===== config.mk =====
export PLATFORM = sky130hd
export DESIGN_NAME = rlf_chan_div
export DESIGN_NICKNAME = d
export VERILOG_FILES = /design/src/rtl/rlf_pkg.sv /design/src/rtl/rlf_chan_div.sv
export SDC_FILE = /design/constraint.sdc
export NUM_CORES = 1
export LEC_CHECK = 0
export BUFFER_PORTS_ARGS = -buffer_cell sky130_fd_sc_hd__buf_4
export CAP_MARGIN = 20
export CORE_UTILIZATION = 55
export CTS_CLUSTER_DIAMETER = 50
export DETAILED_ROUTE_END_ITERATION = 7
export GPL_TIMING_DRIVEN = 0
export HOLD_SLACK_MARGIN = 0.02
export PLACE_DENSITY = 0.77
export SLEW_MARGIN = 20
export SYNTH_ARGS = -nofsm -noshare
export SYNTH_HDL_FRONTEND = slang
export SYNTH_SLANG_ARGS = --single-unit

===== constraint.sdc =====
create_clock -name clk -period 7.57 [get_ports clk]
set_input_delay 0.757 -clock clk [delete_from_list [all_inputs] [get_ports clk]]
set_output_delay 0.757 -clock clk [all_outputs]
set_load 0.05 [all_outputs]

===== src/rtl/rlf_pkg.sv =====
// Shared types, constants and reset values of the RGB line FIR filter.
`timescale 1ns / 1ps
package rlf_pkg;
	localparam int MAX_TAPS_DEF = 5;
	localparam int COEFF_FRAC_BITS_DEF = 14;
	localparam int NUM_COEFF = 5;
	localparam int COEFF_W = 16;
	localparam int PIX_W = 8;
	localparam int HALF_W = 2;
	localparam int SEEN_W = 3;
	localparam int TAP_W = 3;
	localparam int IDX_W = 3;
	localparam int PROD_W = 24;
	localparam int ABS_W = 17;
	localparam int SUM_W = 27;
	localparam int DIV_W = 18;
	localparam int STEP_W = 3;

	localparam logic [IDX_W-1:0] REG_COEFF_LAST = 3'd4;
	localparam logic [IDX_W-1:0] REG_TAP_COUNT = 3'd5;
	localparam logic [IDX_W-1:0] REG_NORMALIZE = 3'd6;

	localparam logic [COEFF_W-1:0] COEFF_CENTRE_RST = 16'd16384;
	localparam logic [TAP_W-1:0] TAP_COUNT_RST = 3'd5;

	typedef struct packed {
		logic [PIX_W-1:0] r;
		logic [PIX_W-1:0] g;
		logic [PIX_W-1:0] b;
	} pix_t;

	typedef struct packed {
		logic signed [PROD_W-1:0] r;
		logic signed [PROD_W-1:0] g;
		logic signed [PROD_W-1:0] b;
		logic [ABS_W-1:0] mag;
	} prod_t;

	typedef enum logic [5:0] {
		S_IDLE = 6'b000001,
		S_MUL  = 6'b000010,
		S_SUM  = 6'b000100,
		S_LOAD = 6'b001000,
		S_DIV  = 6'b010000,
		S_OUT  = 6'b100000
	} state_t;
endpackage


===== src/rtl/rlf_chan_div.sv =====
// Channel scaler: a shift by the fraction bits, or restoring division one bit a cycle, clamped.
`timescale 1ns / 1ps
module rlf_chan_div #(
	parameter int FRAC_BITS = rlf_pkg::COEFF_FRAC_BITS_DEF
) (
	input  logic clk,
	input  logic load,
	input  logic step,
	input  logic norm,
	input  logic [rlf_pkg::STEP_W-1:0] bit_idx,
	input  logic signed [rlf_pkg::SUM_W-1:0] sum,
	input  logic [rlf_pkg::DIV_W-1:0] divisor,
	output logic [rlf_pkg::PIX_W-1:0] quo
);
	logic [rlf_pkg::SUM_W-1:0] sum_u;
	logic [rlf_pkg::SUM_W-1:0] rem_q;
	logic [rlf_pkg::PIX_W-1:0] quo_q;
	logic zero_q;
	logic sat_q;
	logic norm_q;
	logic [rlf_pkg::SUM_W-1:0] div_ext;
	logic [rlf_pkg::SUM_W-1:0] div_sh;

	assign sum_u = $unsigned(sum);
	assign div_ext = rlf_pkg::SUM_W'(divisor);
	assign div_sh = div_ext << bit_idx;

	always_ff @(posedge clk) begin
		if (load) begin
			norm_q <= norm;
			zero_q <= (sum <= 0) || (norm && (divisor == '0));
			if (norm) begin
				sat_q <= sum_u >= (div_ext << rlf_pkg::PIX_W);
			end else begin
				sat_q <= sum_u >= (rlf_pkg::SUM_W'(1) << (FRAC_BITS + rlf_pkg::PIX_W));
			end
			rem_q <= sum_u;
			quo_q <= norm ? '0 : sum_u[FRAC_BITS +: rlf_pkg::PIX_W];
		end else if (step && norm_q) begin
			if (rem_q >= div_sh) begin
				rem_q <= rem_q - div_sh;
				quo_q[bit_idx] <= 1'b1;
			end
		end
	end

	assign quo = zero_q ? '0 : (sat_q ? '1 : quo_q);
endmodule


==> impl_metrics.toml <==
[outcome]
status = "completed"

[timing]
fin_crit_sh_pct = 63.1
fmax_mhz = 209
tns_ns = 0
slew_headroom_pct = 38.6
rsz0062_at_grt = "false"
setup_slack_ns = 2.79
hold_viol_final = 0
fin_crit_ns = 4.78
finalMaxSlewViolations = 0
setup_viol = 0
clock-skew-final_ns = 0.00905
worstMarginPinSlew_ns = 0.912

[flow_run]
maxCapViolCount = 0

[clock_tree]
cts.sinks = 38
cts_hold_buf = 0
cts_root_buf = "clkbuf_8"
post_cts_buffers = 0
clkLatencyLatePin_ns = 0.29
cts_buffer_depth = 2
htreeDepth = 2
path_clk_slew_ns = 0.07
cts_made_buffers = 5
post_cts_resized = 0
cts_tree = "done"

[floorplan]
core_area_mm2 = 0.00769
start_util_pct = 56.9
dieArea_mm2 = 0.00831
io_pins = 60
fp.dieH_um = 91.2
die_w_um = 91.2
num_rows = 32

[synthesis]
yosysMostFrequentCell = "nand2_1"
synth_area_leaders = "edfxtp_1 26%, ha_1 12%, nand2_1 5.3%"
yosysTopAreaCellShare_pct = 26.1
ys_seq_elements = 38
synth_warnings = 0
synth_nets = 631
synth.yosys.seq_area_share_pct = 26.1
yosys-top-cells-count = "62 x nand2_1, 46 x nor2_1, 43 x ha_1"
synth_area_mm2 = 0.00437
yosys.area.top_type = "edfxtp_1"
synth-main-ff-cell = "edfxtp_1"
synth-edff-count = 38
synth_cell_type_count = 61
synth.avg_cell_area_um2 = 8.17
netlist_instances = 535
synthArstFlopShare_pct = 0

[power]
powerDensity_mw_per_mm2 = 219
p_int_mw = 0.614
power_switching_mw = 0.493
pwr-share-seq_pct = 28.7
max-vdd-ir-drop_v = 0.0000871
clockPowerShare_pct = 12.9
combPwrFrac_pct = 58.4
p_leak_nw = 2.18
switching_share_pct = 44.5

[drt]
routed_wl_mm = 13.9
dr.pass1.iters = 6
num_vias = 4605
viasPerCell = 6.55
drtIter0Drc = 385
wire_per_inst_um = 19.8
antenna_left = 0
drc = 0

[min_path]
min_from = "quo_q[0]$_DFFE_PP_"
holdPathStages = 2
min_path_type = "reg -> reg"
hold_path_end = "quo_q[0]$_DFFE_PP_"

[placed_design]
hpwl_mm = 11.4
gp_congestion = 0.983
port_buffers = 57
dpl.cell_count = 695
place_area_mm2 = 0.00496
preCtsSetupSlack_ns = 2.55

[setup_path]
worstSetupPathType = "in -> reg"
r2r-end = "rem_q[5]$_DFFE_PP_"
path_max_fanout = 23
worstPathRequired_ns = 7.57
r2r_start = "rem_q[1]$_DFFE_PP_"
end_kind = "flip-flop"
regToRegSetupSlack_ns = 4.34
worstPathArrival_ns = 4.78
cp-start-kind = "input pin"
rr_worst_depth = 8

[layout]
antenna_cells = 0
fin_nets = 696
layout.cells.non_filler = 703
drive_gt1_share_pct = 13.8
stdcell_area_mm2 = 0.00505
area_growth_pct = 15.5
post-route-util_pct = 65.7

[global_route]
grt_first_pass_wirelength_mm = 22.0
grt_overflow = 0
antenna_found_initial = 0
grt_max_degree = 24
grt_use_total_pct = 34.4
grt_pass1_vias = 4334
-- sequential cells by signal (all words and copies together), names as in the netlist --
| register | flops |
|---|---|
| zero_q | 1 |
| quo_q | 8 |
| sat_q | 1 |
| rem_q | 27 |
| norm_q | 1 |
-- worst max-delay path: stages --
cell	delay, ns
clkbuf_1	0.38
clkbuf_1	0.45
mux2i_1	0.23
or3_1	0.44
ha_1	0.35
nor2b_1	0.19
o31a_1	0.26
o2111ai_1	0.19
a31oi_1	0.59
a211oi_1	0.23
nor2_4	0.46
buf_16	0.23
-- cell usage in the layout, fill, tap and decap left out, drive strengths merged, types with 6 or more instances in the layout --
| master | count |
|---|---|
| a211oi | 9 |
| a21o | 14 |
| a21oi | 39 |
| a31oi | 9 |
| and3 | 6 |
| buf | 68 |
| clkbuf | 26 |
| edfxtp | 38 |
| ha | 43 |
| inv | 26 |
| mux2i | 21 |
| nand2 | 62 |
| nand3 | 15 |
| nand4 | 11 |
| nor2 | 46 |
| nor3 | 16 |
| nor4 | 14 |
| o21a | 11 |
| o21ai | 37 |
| o22ai | 10 |
| o31ai | 6 |
| xor2 | 6 |
-- metal layers --
metal	vias to the layer above	wire length, um	global-route usage (%)
met2	285	6040	53.4
met1	2113	5950	48.4
li1	2173	-	-
met3	34	1490	6.20
met4	0	407	11.2
met5	-	0	0
-- final cells by class --
class	count	area, um^2
Buffer	31	140
Clock buffer	5	68.8
Clock inverter	3	16.3
Fill cell	696	2640
Inverter	27	101
Multi-Input combinational cell	439	3000
Sequential cell	38	1140
Tap cell	102	128
Timing Repair Buffer	58	455
-- logic make-up (layout without fill, tap and decap cells) --
group	count (synthesis)	in the layout	share of synthesized area, %
flops	38	38	26.1
simple gates	187	187	20.1
xor+xnor	11	11	2.20
compound gates	170	170	25.6
buf+inv	58	124	5.52
fa+ha+maj	44	44	12.8
mux	27	27	7.64
-- how the worst max path moves through the flow --
| stage | start | endpoint | slack, ns | cells past startpoint |
|---|---|---|---|---|
| after floorplan | bit_idx[0] | quo_q[0]$_DFFE_PP_ | 2.44 | 11 |
| after global placement | bit_idx[0] | rem_q[5]$_DFFE_PP_ | 0.96 | 11 |
| after detailed placement | bit_idx[0] | rem_q[6]$_DFFE_PP_ | 2.55 | 12 |
| after CTS | bit_idx[0] | rem_q[5]$_DFFE_PP_ | 2.85 | 12 |
| after global routing | bit_idx[0] | rem_q[13]$_DFFE_PP_ | 2.53 | 15 |
| final | bit_idx[0] | rem_q[5]$_DFFE_PP_ | 2.79 | 12 |
-- power groups by stage --
stage	sequential [mW]	combinational (mW)	clock [mW]
floorplan	0.312	0.470	0
global placement	0.321	0.609	0
detailed placement	0.320	0.630	0
CTS	0.316	0.632	0.144
global route	0.322	0.712	0.151
finish	0.317	0.647	0.143
-- through the flow --
stage | power, mW | hold WS [ns]
finish | 1.11 | 0.643
global route | 1.18 | 0.656
floorplan | 0.781 | 0.553
CTS | 1.09 | 0.632
detailed placement | 0.951 | 0.613
global placement | 0.930 | 0.585
Note: power is estimated with default switching activity, not from simulation.
