==> config.mk <==
export PLATFORM = sky130hd
export DESIGN_NAME = rlf_tap_cell
export DESIGN_NICKNAME = d
export VERILOG_FILES = /design/src/rtl/rlf_pkg.sv /design/src/rtl/rlf_tap_cell.sv
export SDC_FILE = /design/constraint.sdc
export NUM_CORES = 1
export LEC_CHECK = 0
export BUFFER_PORTS_ARGS = -buffer_cell sky130_fd_sc_hd__buf_2
export CAP_MARGIN = 20
export CORE_MARGIN = 10
export CORE_UTILIZATION = 35
export CTS_CLUSTER_DIAMETER = 120
export DETAILED_ROUTE_END_ITERATION = 7
export SYNTH_ARGS = -nofsm -noshare
export SYNTH_HDL_FRONTEND = slang
export SYNTH_SLANG_ARGS = --single-unit
==> constraint.sdc <==
create_clock -name clk -period 14.2 [get_ports clk]
set_input_delay 0.71 -clock clk [delete_from_list [all_inputs] [get_ports clk]]
set_output_delay 0.71 -clock clk [all_outputs]
set_load 0.03 [all_outputs]
==> src/rtl/rlf_pkg.sv <==
// Shared types, constants and reset values of the RGB line FIR filter.
`timescale 1ns / 1ps
package rlf_pkg;
	localparam int MAX_TAPS_DEF = 5;
	localparam int COEFF_FRAC_BITS_DEF = 14;
	localparam int NUM_COEFF = 5;
	localparam int COEFF_W = 16;
	localparam int PIX_W = 8;
	localparam int HALF_W = 2;
	localparam int SEEN_W = 3;
	localparam int TAP_W = 3;
	localparam int IDX_W = 3;
	localparam int PROD_W = 24;
	localparam int ABS_W = 17;
	localparam int SUM_W = 27;
	localparam int DIV_W = 18;
	localparam int STEP_W = 3;

	localparam logic [IDX_W-1:0] REG_COEFF_LAST = 3'd4;
	localparam logic [IDX_W-1:0] REG_TAP_COUNT = 3'd5;
	localparam logic [IDX_W-1:0] REG_NORMALIZE = 3'd6;

	localparam logic [COEFF_W-1:0] COEFF_CENTRE_RST = 16'd16384;
	localparam logic [TAP_W-1:0] TAP_COUNT_RST = 3'd5;

	typedef struct packed {
		logic [PIX_W-1:0] r;
		logic [PIX_W-1:0] g;
		logic [PIX_W-1:0] b;
	} pix_t;

	typedef struct packed {
		logic signed [PROD_W-1:0] r;
		logic signed [PROD_W-1:0] g;
		logic signed [PROD_W-1:0] b;
		logic [ABS_W-1:0] mag;
	} prod_t;

	typedef enum logic [5:0] {
		S_IDLE = 6'b000001,
		S_MUL  = 6'b000010,
		S_SUM  = 6'b000100,
		S_LOAD = 6'b001000,
		S_DIV  = 6'b010000,
		S_OUT  = 6'b100000
	} state_t;
endpackage

==> src/rtl/rlf_tap_cell.sv <==
// One tap cell: holds a window pixel, passes it on, and weighs it by its coefficient.
`timescale 1ns / 1ps
module rlf_tap_cell (
	input  logic clk,
	input  logic arst_n,
	input  logic shift,
	input  rlf_pkg::pix_t pix_in,
	output rlf_pkg::pix_t pix,
	input  logic calc,
	input  logic tap_en,
	input  logic signed [rlf_pkg::COEFF_W-1:0] coeff,
	output rlf_pkg::prod_t prod
);
	rlf_pkg::pix_t pix_q;
	rlf_pkg::prod_t prod_q;
	logic signed [rlf_pkg::COEFF_W-1:0] c;
	logic signed [rlf_pkg::COEFF_W:0] c_ext;

	assign c = tap_en ? coeff : '0;
	assign c_ext = {c[rlf_pkg::COEFF_W-1], c};

	always_ff @(posedge clk or negedge arst_n) begin
		if (!arst_n) begin
			pix_q <= '0;
			prod_q <= '0;
		end else begin
			if (shift) begin
				pix_q <= pix_in;
			end
			if (calc) begin
				prod_q.r <= rlf_pkg::PROD_W'(c * $signed({1'b0, pix_q.r}));
				prod_q.g <= rlf_pkg::PROD_W'(c * $signed({1'b0, pix_q.g}));
				prod_q.b <= rlf_pkg::PROD_W'(c * $signed({1'b0, pix_q.b}));
				prod_q.mag <= c_ext[rlf_pkg::COEFF_W] ? rlf_pkg::ABS_W'(-c_ext)
					: rlf_pkg::ABS_W'(c_ext);
			end
		end
	end

	assign pix = pix_q;
	assign prod = prod_q;
endmodule

==> results of run 1 <==
per-stage QoR:
stage | std cells | setup WS [ns] | power [mW] | area, um2 | hold slack, ns
floorplan | 1992 | 8.494 | 1.870 | 18130 | 0.4144
global placement | 2715 | 7.548 | 2.291 | 19360 | 0.4661
detailed placement | 2715 | 7.368 | 2.335 | 19360 | 0.4675
CTS | 2747 | 7.862 | 2.802 | 19950 | 0.2794
global route | 2747 | 7.495 | 3.052 | 19950 | 0.3079
finish | 2748 | 7.797 | 2.760 | 19950 | 0.2588
per-layer routing:
metal | GRT usage | vias up
li1 | - | 6322
met1 | 0.2201 | 7065
met2 | 0.2720 | 389
met3 | 0.04203 | 27
met4 | 0.03228 | 2
met5 | 0 | -
final timing paths:
kind | endpoint | from
worst max-delay path | prod[39] | tap_en
worst min-delay path | prod[19] | arst_n
worst max register to register | prod[86] | pix[16]
worst min register to register | prod[48] | prod[48]
max in group asynchronous | prod[63] | arst_n
min in group clk | pix[9] | pix_in[9]
final cells by class:
| type | instances | area [um2] | share of cell area |
|---|---|---|---|
| Clock inverter | 15 | 165.2 | 0.008278 |
| Inverter | 451 | 1693 | 0.08485 |
| Multi-Input combinational cell | 1309 | 13160 | 0.6594 |
| Sequential cell | 113 | 2828 | 0.1417 |
| Tap cell | 680 | 850.8 | 0.04264 |
| Clock buffer | 17 | 425.4 | 0.02132 |
| Timing Repair Buffer | 162 | 830.8 | 0.04164 |
| Antenna cell | 1 | 2.502 | 0.0001254 |
flip-flops by register name (all words and copies together), names as in the netlist:
signal  count
prod       89
pix        24
cell families after synthesis:
group                    Yosys count
XOR/XNOR                          71
flip-flops                       113
multiplexers                      75
AND/OR/NAND/NOR                  526
buffers and inverters            570
adder cells (fa/ha/maj)          442
AO/OA/AOI/OAI                    195
worst max-delay path, cell delays in order:
cell	delay (ns)
buf_4	0.56
and2_0	0.98
nand2_1	0.22
fa_1	0.59
inv_1	0.05
fa_1	0.50
inv_1	0.05
fa_1	0.49
fa_1	0.50
inv_1	0.04
ha_1	0.34
and3_1	0.20
a221oi_2	0.40
a211oi_2	0.19
a31oi_2	0.26
a21oi_1	0.12
a2111o_1	0.40
o311ai_1	0.09
power by group through the flow:
stage               clock (mW)  combinational [mW]  sequential, mW
finish                   0.450                1.79           0.523
global placement             0                1.76           0.529
floorplan                    0                1.17           0.695
CTS                      0.461                1.82           0.526
global route             0.477                2.04           0.540
detailed placement           0                1.80           0.531
cells in the final DEF, fill, tap and decap left out, drive strengths merged, types with 18 or more instances in the layout:
| cell type | netlist | final |
|---|---|---|
| nor2 | 38 | 38 |
| a21o | 25 | 25 |
| mux2 | 73 | 73 |
| o21ai | 37 | 37 |
| xnor2 | 46 | 46 |
| and2 | 18 | 18 |
| xor2 | 25 | 25 |
| nand2 | 245 | 245 |
| dfrtp | 113 | 113 |
| ha | 142 | 142 |
| inv | 451 | 461 |
| fa | 300 | 300 |
| a21oi | 51 | 51 |
| and3 | 172 | 172 |
| buf | 5 | 162 |
==> metrics, run 1 <==
first-pass GRT wire length 80.74 mm; Slew Viols, Final 0; largest net degree at the start of global routing 107; Clock power frac 0.163; 1st-pass router iterations 5; die width 247.6 um; sequential share of the synthesized area 0.1559; Internal Dissipation 1.386 mW; vias in the first global route 14960; Clock Path Buffers 2; top cell type's share of synthesized area 0.3312; slew margin rel. 0.2438; NumNets Final 2541; power share of the combinational group 0.647; Synth Area in Simple Gates 0.1430; input/output buffers 157; Yosys warnings 0; via count 13810; Reg clk slew, reported paths 0.08 ns; reg2reg path depth 15; Rows 83; Initial Util 0.3535; Cell Area, Synth 18130 um2; Post-synth EDFFs 0; mux cell area share after synthesis 0.04643; maximum operating frequency 156.2 MHz; FFs w/ async S/R, synth 1.000; Sw Share 0.4978; core area 51300 um2; Synth Area per Inst 9.104 um2; CTS HTree Levels 4; routed len/inst 17.72 um; metal3 WL 3.611 mm; gr ovfl total 0; VDD IR-drop max 0.00009299 V; DRT iter0 DRCs 777; RSZ-0062 raised after global routing false; Post-Route Setup TNS 0 ns; min cycle time layout 6.403 ns; fillers 5223; initial antenna violation count 4; Yosys top cell by area fa_1; die span in y 247.6 um; CTS tree yes; P_sw 1.374 mW; max layer used met5; Root Driver clkbuf_16; maxcap violations 0; final hold vios 0; Num Clock Sinks 113; Synth cell types 63; CP Data Required Time 14.56 ns; Detail Route Antenna Nets 0; Hold Path Class in2async; XOR/XNOR Fraction of Synth Area 0.03429; largest fanout on the critical path 106; area delta synth->final 10.02%; DRC 0; Top FF cell, synth dfrtp_1; Final setup viols 0; share of cells above drive strength 1 0.1350; CP Class in2reg; syn_nets 2479; num ports 158; Leakage Power 10.90 nW; Synth Instances 1992; hpwl dp 37.68 mm; setup slack, reg-to-reg 8.78 ns; Setup crit end kind flop; Sequential Power Share 0.190; met2 WL 22.83 mm; compound-cell area share of the yosys netlist 0.07265; routed length on met1 21.85 mm; TritonCTS buffer count 17; Final GP Congestion 0.8757; Clock Latency Late Sink 0.48 ns; outcome finished, final reports clean; DRT Wirelength 48.70 mm; crit start category primary input; post-synthesis adder-cell area fraction 0.4291; Post-CTS Setup Bufs 0; Seq cells post-synth 113; ratio of final minimum period to clock period 0.4509; Synth area leaders fa_1 33%, dfrtp_1 16%, ha_1 9.8%; die area 61320 um2; Post-CTS Hold Fix Bufs 0; GRT Total Usage 0.1663; Post-CTS Resized 0; clock skew 0.01772 ns; final design utilization 0.3889; Least-Margin Pin Slew 1.134 ns; P per Cell Area 138.3 nW/um2; Worst EP arrival 6.76 ns; drt via density 5.024; most common cell in the netlist inv_1; Post-synth top cells 450 x inv_1, 300 x fa_1, 245 x nand2_1, 172 x and3_1, 142 x ha_1; main combinational cell family by area after synthesis adder cells
No activity file was read; power rests on OpenSTA's default activity.
==> run 2: changes to the inputs <==
==> constraint.sdc (replaced) <==
create_clock -name clk -period 5.95 [get_ports clk]
set_input_delay 0.2975 -clock clk [delete_from_list [all_inputs] [get_ports clk]]
set_output_delay 0.2975 -clock clk [all_outputs]
set_load 0.03 [all_outputs]
==> run 2 against run 1 <==
  * Clock-buffer cell count is the same
  * Worst setup slack lost 7.2 ns
  * Flip-flop and latch count is the same
  * Largest cell class unchanged
  * Largest power group unchanged
==> metrics, run 2 (same netlist as run 1, synthesis figures left out) <==
outcome finished, final reports clean; CTS HTree Levels 4; DRT iter0 DRCs 911; Hold EP pix[9]; hpwl dp 39.32 mm; RR Startpoint pix[16]; Clock Path Buffers 2; final hold vios 0; Worst Hold Launch pix_in[9]; Setup crit end kind flop; DRT Wirelength 49.17 mm; routed len/inst 17.65 um; Reg clk slew, reported paths 0.06 ns; Clock Latency Late Sink 0.47 ns; area of the multi-input gates 13160 um2; Leakage Power 11.09 nW; area delta synth->final 11.62%; first-pass GRT wire length 80.70 mm; GRT Total Usage 0.1672; gr ovfl total 0; reg2reg path depth 15; maximum operating frequency 185.1 MHz; CTS tree yes; largest fanout on the critical path 16; Rows 83; slew margin rel. 0.4014; die span in y 247.6 um; commonest non-fill, non-tap cell in the layout inv_1; Root Driver clkbuf_16; NumNets Final 2578; Final GP Congestion 0.8728; Post-CTS Setup Bufs 0; vias in the first global route 14960; Final setup viols 0; Least-Margin Pin Slew 0.8978 ns; DRC 0; maxcap violations 0; Post-CTS Hold Fix Bufs 1; Hold Path Depth 2; final design utilization 0.3946; Sw Share 0.4929; Detail Route Antenna Nets 0; crit start category flop; final hold slack 0.05573 ns; P per Cell Area 326.4 nW/um2; Post-Route Setup TNS 0 ns; RSZ-0062 raised after global routing false; num ports 158; input/output buffers 157; initial antenna violation count 3; Clock power frac 0.164; 1st-pass router iterations 5; ratio of final minimum period to clock period 0.9079; VDD IR-drop max 0.0002239 V; most frequent cells in the layout 449 x inv_1, 300 x fa_1, 245 x nand2_1; Worst EP arrival 5.75 ns; post-route insts no fill 2785; Initial Util 0.3535; CP Class reg2reg; Sequential Power Share 0.188; drt via density 5.034; Num Clock Sinks 113; die width 247.6 um; CP Data Required Time 6.30 ns; placed cell count 2751; die area 61320 um2; largest net degree at the start of global routing 65; fillers 5199; power share of the combinational group 0.648; register area 2828 um2; P_sw 3.257 mW; min cycle time layout 5.402 ns; Slew Viols, Final 0; clock skew 0.01314 ns; share of cells above drive strength 1 0.1497; Post-CTS Resized 0; setup slack, reg-to-reg 0.55 ns; Largest register FFs 89; Hold Path Class in2reg; core area 51300 um2; TritonCTS buffer count 17; Internal Dissipation 3.350 mW; via count 14020; worst r2r dst prod[84]
==> run 2: changes by cell type in the layout (fill, tap and decap cells not counted) <==
cell | previous run | this run
buf_4 | 8 | 44
clkinv_2 | 0 | 2
clkinv_4 | 1 | 3
inv_6 | 5 | 3
inv_8 | 6 | 4
bufinv_16 | 1 | 2
clkinvlp_4 | 2 | 1
dlygate4sd3_1 | 0 | 1
==> run 2: layout make-up <==
class,count,area share
multi-input cells,1309,0.6500
flip-flops and latches,113,0.1397
inverters,451,0.08363
repair buffers,199,0.05489
well taps,680,0.04203
clock buffers,17,0.02102
clock inverters,15,0.008654
diodes,1,0.0001236
==> run 2: worst max path at each step <==
| stage | startpoint | endpoint | slack (ns) | cells past startpoint |
|---|---|---|---|---|
| finish | pix[16] | prod[84] | 0.55 | 15 |
| global route | pix[16] | prod[84] | 0.26 | 15 |
| CTS | pix[16] | prod[84] | 0.58 | 15 |
| detailed placement | coeff[6] | prod[86] | 0.20 | 19 |
| global placement | coeff[6] | prod[86] | 0.34 | 19 |
| floorplan | coeff[5] | prod[39] | 0.66 | 20 |
==> run 2: critical path, cell delays in order (launching register included) <==
cell and delay (ns):
dfrtp_1 0.83, nand2_1 0.27, fa_1 0.69, fa_1 0.54, inv_1 0.05, fa_1 0.52, inv_1 0.05, fa_1 0.47
inv_1 0.04, ha_1 0.35, nand4_1 0.20, nor3b_1 0.08, a221oi_1 0.59, o21bai_1 0.16, xor2_1 0.17, mux2_2 0.26
==> run 2: layer usage <==
| metal | up-vias | wire length [um] | track usage |
|---|---|---|---|
| met3 | 39 | 4248 | 0.04569 |
| met1 | 7145 | 21650 | 0.2244 |
| met2 | 452 | 22670 | 0.2640 |
| met4 | 2 | 581 | 0.03945 |
| li1 | 6381 | - | - |
| met5 | - | 13 | 0 |
==> run 2: metrics by stage <==
| step | setup WS, ns | power (mW) | cell area, um2 |
|---|---|---|---|
| finish | 0.5478 | 6.606 | 20240 |
| global route | 0.2628 | 7.279 | 20240 |
| CTS | 0.5789 | 6.718 | 20240 |
| detailed placement | 0.2006 | 5.588 | 19630 |
| global placement | 0.3400 | 5.502 | 19630 |
| floorplan | 0.6565 | 4.462 | 18130 |
==> run 2: power by group through the flow <==
| stage | clock network, mW | registers, mW | logic (mW) |
|---|---|---|---|
| 2_1_floorplan | 0 | 1.66 | 2.80 |
| 3_3_place_gp | 0 | 1.25 | 4.25 |
| 3_5_place_dp | 0 | 1.26 | 4.33 |
| 4_1_cts | 1.12 | 1.25 | 4.35 |
| 5_1_grt | 1.15 | 1.28 | 4.85 |
| 6_report | 1.08 | 1.24 | 4.28 |
